==> config.mk <==
export PLATFORM = sky130hd
export DESIGN_NAME = rpin_div
export DESIGN_NICKNAME = d
export VERILOG_FILES = /design/src/rtl/rpin_pkg.sv /design/src/rtl/rpin_div.sv
export SDC_FILE = /design/constraint.sdc
export NUM_CORES = 1
export LEC_CHECK = 0
export BUFFER_PORTS_ARGS = -buffer_cell sky130_fd_sc_hd__clkbuf_2
export CELL_PAD_IN_SITES_DETAIL_PLACEMENT = 0
export CELL_PAD_IN_SITES_GLOBAL_PLACEMENT = 1
export CORE_UTILIZATION = 41
export DETAILED_ROUTE_END_ITERATION = 6
export GPL_TIMING_DRIVEN = 1
export PLACE_DENSITY_LB_ADDON = 0.1
export REMOVE_ABC_BUFFERS = 1
export SLEW_MARGIN = 20
export SYNTH_ARGS = -nofsm -noshare
export SYNTH_HDL_FRONTEND = slang
export SYNTH_SLANG_ARGS = --single-unit
export TNS_END_PERCENT = 30
==> constraint.sdc <==
create_clock -name clk -period 3.04 [get_ports clk]
set_clock_uncertainty 0.1 [all_clocks]
set_input_delay 0.304 -clock clk [delete_from_list [all_inputs] [get_ports clk]]
set_output_delay 0.304 -clock clk [all_outputs]
set_load 0.02 [all_outputs]
==> src/rtl/rpin_pkg.sv <==
// shared types, constants and codes of the radial polynomial inverse block
// used by rpin_div and radial_polynomial_inverse_newton
`timescale 1ns / 1ps
`default_nettype none

package rpin_pkg;

  // number format and iteration limits
  localparam int FRAC_BITS  = 24;
  localparam int MAX_ITER   = 10000;
  localparam int MAX_DEGREE = 5;
  localparam int NUM_COEF   = MAX_DEGREE + 1;
  localparam int ITER_W     = 14;
  localparam int DEG_W      = 3;
  localparam int COEF_W     = 32;
  localparam int ACC_W      = 64;
  localparam int MAG_W      = 62;
  localparam int RAD_W      = 31;

  // divider quotient lengths: newton step and final scale
  localparam int Q_WIDE     = 40;
  localparam int Q_NARROW   = 32;
  localparam int CNT_W      = 6;

  // horner product recombination
  localparam int HP_SH = 32 - FRAC_BITS;
  localparam logic signed [ACC_W-1:0] ACC_LIM  = 64'sh3FFF_FFFF_FFFF_FFFF;
  localparam logic [ACC_W-1:0]        HP_LIM   = 64'h3FFF_FFFF_FFFF_FFFF >> HP_SH;
  localparam logic signed [COEF_W-1:0] ONE_FX  = 32'sh1 <<< FRAC_BITS;

  // convergence test: |delta| * 1e8 < |r|, only possible for |delta| below this span
  localparam logic [31:0] CONV_SCALE = 32'd100000000;
  localparam logic [32:0] CONV_SPAN  = 33'd22;

  // configuration register indexes
  localparam logic [2:0] REG_DEGREE = 3'd0;
  localparam logic [2:0] REG_COEF0  = 3'd1;
  localparam logic [2:0] REG_COEF5  = 3'd6;

  // result status codes
  typedef enum logic [1:0] {
    ST_OK          = 2'd0,
    ST_TOP_ZERO    = 2'd1,
    ST_RADIUS_ZERO = 2'd2
  } status_t;

  // sequencer states
  typedef enum logic [3:0] {
    S_IDLE,
    S_MLO,
    S_MHI,
    S_ADD,
    S_DCHK,
    S_DIV,
    S_CHK,
    S_FINAL,
    S_FDIV,
    S_DONE
  } state_t;

  // divider request and response
  typedef struct packed {
    logic             start;
    logic             wide;
    logic [MAG_W-1:0] num;
    logic [MAG_W-1:0] den;
  } div_req_t;

  typedef struct packed {
    logic              done;
    logic              ovf;
    logic [Q_WIDE-1:0] quo;
  } div_rsp_t;

endpackage

`default_nettype wire

==> src/rtl/rpin_div.sv <==
// restoring divider, one quotient bit per cycle: floor(num * 2^FRAC_BITS / den)
// depends on rpin_pkg
`timescale 1ns / 1ps
`default_nettype none

module rpin_div
  import rpin_pkg::*;
(
  input  wire logic     clk,
  input  wire logic     rst_n,
  input  wire div_req_t req,
  output div_rsp_t      rsp
);

  localparam int SH_WIDE   = Q_WIDE - FRAC_BITS;
  localparam int SH_NARROW = Q_NARROW - FRAC_BITS;

  logic                busy_r;
  logic [CNT_W-1:0]    cnt_r;
  logic                ovf_r;
  logic [MAG_W-1:0]    den_r;
  logic [MAG_W-1:0]    rem_r;
  logic [63:0]         sh_r;
  logic [Q_WIDE-1:0]   q_r;

  logic                ovf_chk;
  logic [MAG_W:0]      trial;
  logic                ge;

  // quotient would not fit: num >= den << (Q - FRAC_BITS)
  always_comb begin
    if (req.wide) begin
      ovf_chk = {{SH_WIDE{1'b0}}, req.num} >= {req.den, {SH_WIDE{1'b0}}};
    end else begin
      ovf_chk = {{SH_NARROW{1'b0}}, req.num} >= {req.den, {SH_NARROW{1'b0}}};
    end
  end

  // one restoring step
  assign trial = {rem_r, sh_r[63]};
  assign ge    = trial >= {1'b0, den_r};

  // control
  always_ff @(posedge clk) begin
    if (!rst_n) begin
      busy_r <= 1'b0;
      cnt_r  <= '0;
    end else if (req.start) begin
      busy_r <= 1'b1;
      if (ovf_chk) begin
        cnt_r <= '0;
      end else if (req.wide) begin
        cnt_r <= CNT_W'(Q_WIDE);
      end else begin
        cnt_r <= CNT_W'(Q_NARROW);
      end
    end else if (busy_r) begin
      if (cnt_r == '0) begin
        busy_r <= 1'b0;
      end else begin
        cnt_r <= cnt_r - 1'b1;
      end
    end
  end

  // datapath
  always_ff @(posedge clk) begin
    if (req.start) begin
      den_r <= req.den;
      ovf_r <= ovf_chk;
      q_r   <= '0;
      if (req.wide) begin
        rem_r <= req.num >> SH_WIDE;
        sh_r  <= 64'(req.num) << (64 - SH_WIDE);
      end else begin
        rem_r <= req.num >> SH_NARROW;
        sh_r  <= 64'(req.num) << (64 - SH_NARROW);
      end
    end else if (busy_r && cnt_r != '0) begin
      rem_r <= ge ? MAG_W'(trial - {1'b0, den_r}) : trial[MAG_W-1:0];
      sh_r  <= {sh_r[62:0], 1'b0};
      q_r   <= {q_r[Q_WIDE-2:0], ge};
    end
  end

  assign rsp.done = busy_r && (cnt_r == '0);
  assign rsp.ovf  = ovf_r;
  assign rsp.quo  = q_r;

endmodule

`default_nettype wire

==> impl_metrics.env, run 1 <==
export IMPL_required_time_at_the_endpoint_of_the_critical_path_ps=3120
export IMPL_post_detail_place_hpwl_um=37300
export IMPL_row_count=68
export IMPL_tritoncts="yes"
export IMPL_critical_path_endpoint_type="register"
export IMPL_layout_area_overhead_vs_synth_pct=39.53
export IMPL_synth_edff_count=141
export IMPL_drv_cap=0
export IMPL_firstDrtPassIters=5
export IMPL_clk_root_buffer_cell="clkbuf_16"
export IMPL_synthArstFlopShare=0
export IMPL_synth_area_leader_cell="edfxtp_1"
export IMPL_floorplan_die_width_um=189.1
export IMPL_boundaryPins=170
export IMPL_timing_hold_worst_class="in2reg"
export IMPL_track_usage=0.2739
export IMPL_antenna_found_initial=0
export IMPL_final_min_period_over_clock_period=1.098
export IMPL_ys_ff_latch=188
export IMPL_route_vias_total=14100
export IMPL_drive_gt1_frac=0.3084
export IMPL_core_region_area_um2=34460
export IMPL_crit_arrival_ps=3420
export IMPL_post_synth_instance_area_um2=14350
export IMPL_drt_drc_violations_left=0
export IMPL_fin_tns_setup_ps=-11680
export IMPL_slew_viol_final=0
export IMPL_clock_latency_of_the_later_clocked_register_in_the_worst_skew_pair_ps=460
export IMPL_max_freq_ghz=0.2997
export IMPL_post_synth_cell_area_avg_um2=8.885
export IMPL_post_route_worst_setup_slack_ps=-297.1
export IMPL_combPwrFrac=0.568
export IMPL_timing_hold_violations_final=0
export IMPL_initialDrtViolationCount=863
export IMPL_failed_checks="setup timing"
export IMPL_buffer_ports_inserted=169
export IMPL_switchingPower_mw=5.297
export IMPL_synth_top_area_frac=0.2951
export IMPL_floorplan_initialDensity=0.4164
export IMPL_setup_violations_final=63
export IMPL_cts_inserted_buffers=17
export IMPL_type_of_origin_of_the_critical_path="register"
export IMPL_run_status="finished with violations"
export IMPL_internal_power_mw=8.132
export IMPL_post_synth_main_area_contributors="edfxtp_1 (30%), ha_1 (14%), a21oi_1 (6.9%)"
export IMPL_power_share_switching=0.3945
export IMPL_setup_repair_after_global_routing_missed_its_margin="true"
export IMPL_ctsHtreeMaxLevel=4
export IMPL_tightest_pin_transition_ps=817.8
export IMPL_detail_route_antenna_nets=0
export IMPL_route_final_wire_length_um=49860
export IMPL_num_antenna_cells=0
export IMPL_vdd_drop_max_v=0.0004006
export IMPL_design_die_area_um2=35750
export IMPL_drt_wirelength_per_cell_um=19.43
export IMPL_timing_worst_setup_path_type="reg2reg"
export IMPL_grt_pass1_vias=13700
export IMPL_vias_per_cell=5.494
export IMPL_postSynthCellCount=1615
export IMPL_cp_max_fo=9
export IMPL_share_clk_of_total_power=0.175
export IMPL_grt_max_degree=146
export IMPL_synth_warnings=0
export IMPL_slew_limit_headroom=0.4548
export IMPL_grt_overflow_total=0
export IMPL_fin_nets=2391
export IMPL_fp_dieH_um=189.1
export IMPL_gp_weighted_congestion=0.9046
export IMPL_clock_sinks=188
export IMPL_layout_min_cycle_time_ps=3337
export IMPL_power_share_sequential=0.257
export IMPL_leakage_nw=9.209
export IMPL_power_density_nw_per_um2=670.7
export IMPL_synthDistinctLibCells=69
export IMPL_cts_max_path_buffers=2
export IMPL_post_layout_total_power_mw=13.43
export IMPL_global_route_wire_length_before_repair_um=75650
export IMPL_fillcell_total=3161
export IMPL_seq_area_frac_synth=0.3606
export IMPL_clk_slew_on_worst_s_h_paths_ps=80
export IMPL_synth_flop_cell="edfxtp_1"
==> power by group through the flow <==
stage,clock network (mW),registers (mW),logic [mW]
2_1_floorplan,0,3.41,3.44
3_3_place_gp,0,3.45,6.18
3_5_place_dp,0,3.46,6.22
4_1_cts,2.39,3.43,6.80
5_1_grt,2.48,3.48,8.25
6_report,2.36,3.45,7.62
==> path summary, 6_finish.rpt <==
check	slack, ps	cells after the start	end	start
setup / recovery	-300	14	rem_r[45]$_DFFE_PP_	rem_r[11]$_DFFE_PP_
hold / removal	20	2	den_r[23]$_DFFE_PP_	req[23]
hold reg to reg	360	2	q_r[2]$_SDFFE_PP0P_	q_r[1]$_SDFFE_PP0P_
setup reg to reg	-300	14	rem_r[45]$_DFFE_PP_	rem_r[11]$_DFFE_PP_
==> cells in the final DEF (no fill, tap or decap), types with 47 or more instances in the layout <==
master / n
buf_4: 287
ha_1: 145
nor2_1: 87
inv_1: 143
a21oi_1: 181
mux2i_1: 52
a21o_1: 74
edfxtp_1: 141
o21ai_0: 48
dlygate4sd3_1: 56
clkbuf_2: 167
nand2_1: 159
nand4_1: 47
dfxtp_1: 47
==> layout make-up <==
class / instances / area, µm² / area share
repair buffers: 543 / 4048 / 0.2021
well taps: 455 / 569.3 / 0.02843
clock buffers: 20 / 471.7 / 0.02356
multi-input cells: 1199 / 9057 / 0.4524
clock inverters: 12 / 142.6 / 0.007124
inverters: 149 / 559.3 / 0.02793
flip-flops and latches: 188 / 5175 / 0.2585
==> worst max-delay path, stage by stage, from the launching register on <==
cell       delay, ps
edfxtp_1         450
ha_4             310
buf_6            110
o21a_1           170
o21bai_4          60
a21oi_2          160
and3_1           170
a21o_1           230
o31ai_4          120
o41a_4           420
buf_8            160
clkbuf_16        170
buf_4            150
a211oi_2         200
a21oi_1           60
==> cell usage after synthesis (all sizes together), types with 5 or more instances <==
master    n
a211oi   51
a21boi    5
a21o     74
a21oi   199
a221oi    6
a22oi     7
a31oi    16
and2      8
and3      9
buf      30
clkbuf   49
dfxtp    47
edfxtp  141
ha      164
inv     149
mux2i    52
nand2   167
nand2b   10
nand3    21
nand4    47
nor2     92
nor2b    11
nor3     18
nor4     15
o211ai    8
o21a     11
o21ai    69
o21bai   18
o31ai     9
or3       5
xnor2    37
xor2     19
==> metrics by stage <==
stage	instances	hold slack (ps)	setup slack [ps]	utilization	area [µm²]
CTS	2547	0.9792	-297.2	0.5641	19440
detailed placement	2452	355.2	-690.9	0.5136	17700
floorplan	1536	273.1	-1781	-	14000
finish	2566	20.04	-297.1	0.5811	20020
global placement	2452	342.0	-603.2	0.5136	17700
global route	2566	6.401	-395.5	0.5811	20020
==> cell families after synthesis <==
logic type	after synthesis	share of synthesized area
buffers and inverters	228	0.06365
xor gates and xnor gates	56	0.03418
and+or+nand+nor	420	0.1381
adders and majority gates	165	0.1444
muxes	54	0.03784
DFF	188	0.3606
AOI/OAI and AO/OA	504	0.2212
==> routing by layer <==
metal | GRT usage | part of all wire
met4 | 0.07041 | 0.021
met2 | 0.4532 | 0.47
met1 | 0.3666 | 0.46
met5 | 0 | 0
met3 | 0.05060 | 0.051
==> sequential cells by signal, summed over array words and instances, names as in the netlist <==
register / cells
den_r: 62
rem_r: 62
q_r: 40
sh_r: 16
cnt_r: 6
busy_r: 1
ovf_r: 1
==> what timing repair did <==
action	in CTS	in global routing
hold endpoints to repair	58	0
resized for setup	111	82
hold buffers	56	0
pin swaps	33	39
endpoints found under the setup margin	63	65
setup buffers	7	14
gates cloned	1	5
Power figures use the tool's default switching activity.
==> run 2: changes to the inputs <==
SETUP_SLACK_MARGIN = 0.5   (was default)
==> impl_metrics.env, run 2 (synthesis gave the netlist of run 1 again) <==
export IMPL_run_status="finished with violations"
export IMPL_failed_checks="setup timing"
export IMPL_setup_violations_final=63
export IMPL_critical_path_max_stage_delay_ps=440
export IMPL_timing_hold_worst_class="in2reg"
export IMPL_clock_latency_of_the_later_clocked_register_in_the_worst_skew_pair_ps=470
export IMPL_post_detail_place_hpwl_um=37300
export IMPL_layout_area_overhead_vs_synth_pct=39.58
export IMPL_max_freq_ghz=0.2949
export IMPL_timing_hold_violations_final=0
export IMPL_type_of_origin_of_the_critical_path="register"
export IMPL_crit_family="compound AO/OA/AOI/OAI gates"
export IMPL_mostFrequentLayoutCells="buf_4 (280), a21oi_1 (181), clkbuf_2 (167)"
export IMPL_final_min_period_over_clock_period=1.115
export IMPL_postLayoutCoreUtil=0.5813
export IMPL_critical_path_n_buffers_inverters=3
export IMPL_layout_min_cycle_time_ps=3391
export IMPL_setup_repair_after_global_routing_missed_its_margin="true"
export IMPL_buffer_ports_inserted=169
export IMPL_floorplan_initialDensity=0.4164
export IMPL_postLayoutCellArea_um2=20030
export IMPL_grt_max_degree=146
export IMPL_floorplan_die_width_um=189.1
export IMPL_route_final_wire_length_um=49990
export IMPL_tritoncts="yes"
export IMPL_clk_root_buffer_cell="clkbuf_16"
export IMPL_cts_max_path_buffers=2
export IMPL_antenna_found_initial=0
export IMPL_design_die_area_um2=35750
export IMPL_vdd_drop_max_v=0.0004685
export IMPL_drv_cap=0
export IMPL_grt_pass1_vias=13820
export IMPL_post_place_ws_ps=-690.9
export IMPL_timing_worst_setup_path_type="reg2reg"
export IMPL_detail_route_antenna_nets=0
export IMPL_global_route_usage_met1=0.3666
export IMPL_crit_arrival_ps=3470
export IMPL_post_route_worst_setup_slack_ps=-350.8
export IMPL_drt_wirelength_per_cell_um=19.49
export IMPL_fin_nets=2390
export IMPL_tightest_pin_transition_ps=793.2
export IMPL_critical_path_endpoint_type="register"
export IMPL_track_usage=0.2747
export IMPL_num_antenna_cells=0
export IMPL_drive_gt1_frac=0.3133
export IMPL_grt_met3_use=0.05060
export IMPL_gp_weighted_congestion=0.9046
export IMPL_vias_per_cell=5.481
export IMPL_critical_path_slowest_cell="edfxtp_1"
export IMPL_initialDrtViolationCount=977
export IMPL_firstDrtPassIters=5
export IMPL_cp_max_fo=5
export IMPL_crit_path_cell_trace="ha_1 -> nand4_1 -> nor4_4 -> a211oi_1 -> o21ai_1 -> o31ai_4 -> o41a_4 -> buf_12 -> clkbuf_16 -> buf_6 -> a211oi_2 -> a21oi_1"
export IMPL_boundaryPins=170
export IMPL_clock_sinks=188
export IMPL_slew_limit_headroom=0.4712
export IMPL_power_density_nw_per_um2=669.8
export IMPL_reg_largest_list="den_r: 62 flops, rem_r: 62 flops, q_r: 40 flops"
export IMPL_post_layout_total_power_mw=13.42
export IMPL_row_count=68
export IMPL_route_vias_total=14060
export IMPL_cts_inserted_buffers=17
export IMPL_slew_viol_final=0
export IMPL_fp_dieH_um=189.1
export IMPL_clk_slew_on_worst_s_h_paths_ps=80
export IMPL_drt_drc_violations_left=0
export IMPL_fillcell_total=3170
export IMPL_area_used_by_multi_input_combinational_logic_um2=9081
export IMPL_layout_area_seq_um2=5175
export IMPL_mostFrequentLayoutCell="buf_4"
export IMPL_grt_overflow_total=0
export IMPL_gr_usage_met2=0.4550
export IMPL_detailed_place_area_um2=17700
export IMPL_core_region_area_um2=34460
export IMPL_global_route_wire_length_before_repair_um=76020
export IMPL_grt_busiest_layer="met2"
export IMPL_ctsHtreeMaxLevel=4
export IMPL_leakage_nw=9.208
export IMPL_required_time_at_the_endpoint_of_the_critical_path_ps=3120
-- run 2: cell types whose count changed in the layout (fill, tap and decap cells not counted), moves of 2 or more --
cell      previous run  this run
a211oi_1            27        21
a211oi_2            23        30
buf_4              287       280
buf_6               18        26
nor2_1              87        85
nor2_2               3         6
-- run 2: stage by stage --
step                      setup TNS [ps]  hold slack, ps  instances
after floorplan                  -163810           273.1       1536
after global placement            -18830           342.0       2452
after detailed placement          -22800           355.2       2452
after CTS                          -8262          0.9792       2548
after global routing              -18950           4.868       2565
final                             -11440           18.56       2565
-- run 2: final timing paths --
kind,start,endpoint,slack [ps],depth (start not counted)
setup / recovery,rem_r[30]$_DFFE_PP_,rem_r[18]$_DFFE_PP_,-350,12
hold / removal,req[23],den_r[23]$_DFFE_PP_,20,2
setup reg to reg,rem_r[30]$_DFFE_PP_,rem_r[18]$_DFFE_PP_,-350,12
hold reg to reg,q_r[39]$_SDFFE_PP0P_,q_r[39]$_SDFFE_PP0P_,360,2
-- run 2: layout make-up --
cell class | count | share of cell area
Clock buffer | 20 | 0.02355
Clock inverter | 12 | 0.007121
Inverter | 149 | 0.02792
Multi-Input combinational cell | 1199 | 0.4534
Sequential cell | 188 | 0.2584
Tap cell | 455 | 0.02842
Timing Repair Buffer | 542 | 0.2012
-- run 2: worst reg2reg max path, cell delays in order (launching register included) --
cell	delay (ps)
edfxtp_1	440
ha_1	330
nand4_1	250
nor4_4	350
a211oi_1	80
o21ai_1	210
o31ai_4	130
o41a_4	410
buf_12	160
clkbuf_16	170
buf_6	140
a211oi_2	270
a21oi_1	80
-- run 2: where the power goes --
group,switching (mW),internal (mW),leakage [nW]
sequential,0.223,3.23,1.77
clock,1.16,1.19,0.302
combinational,3.92,3.70,7.13
-- run 2: what timing repair did --
| item | 4_1_cts | 5_1_grt |
|---|---|---|
| hold buffers | 56 | 0 |
| endpoints found under the setup margin | 65 | 65 |
| cloned | 1 | 5 |
| pin swaps | 37 | 33 |
| gates resized for setup | 123 | 80 |
| endpoints found under the hold margin | 58 | 0 |
| buffers inserted | 7 | 12 |
-- run 2: per-layer routing --
metal	up-vias	share of wire	wire length [µm]
met5	-	0	0
met4	0	0.022	1093
met3	65	0.053	2647
met2	370	0.47	23490
met1	6750	0.46	22760
li1	6873	-	-
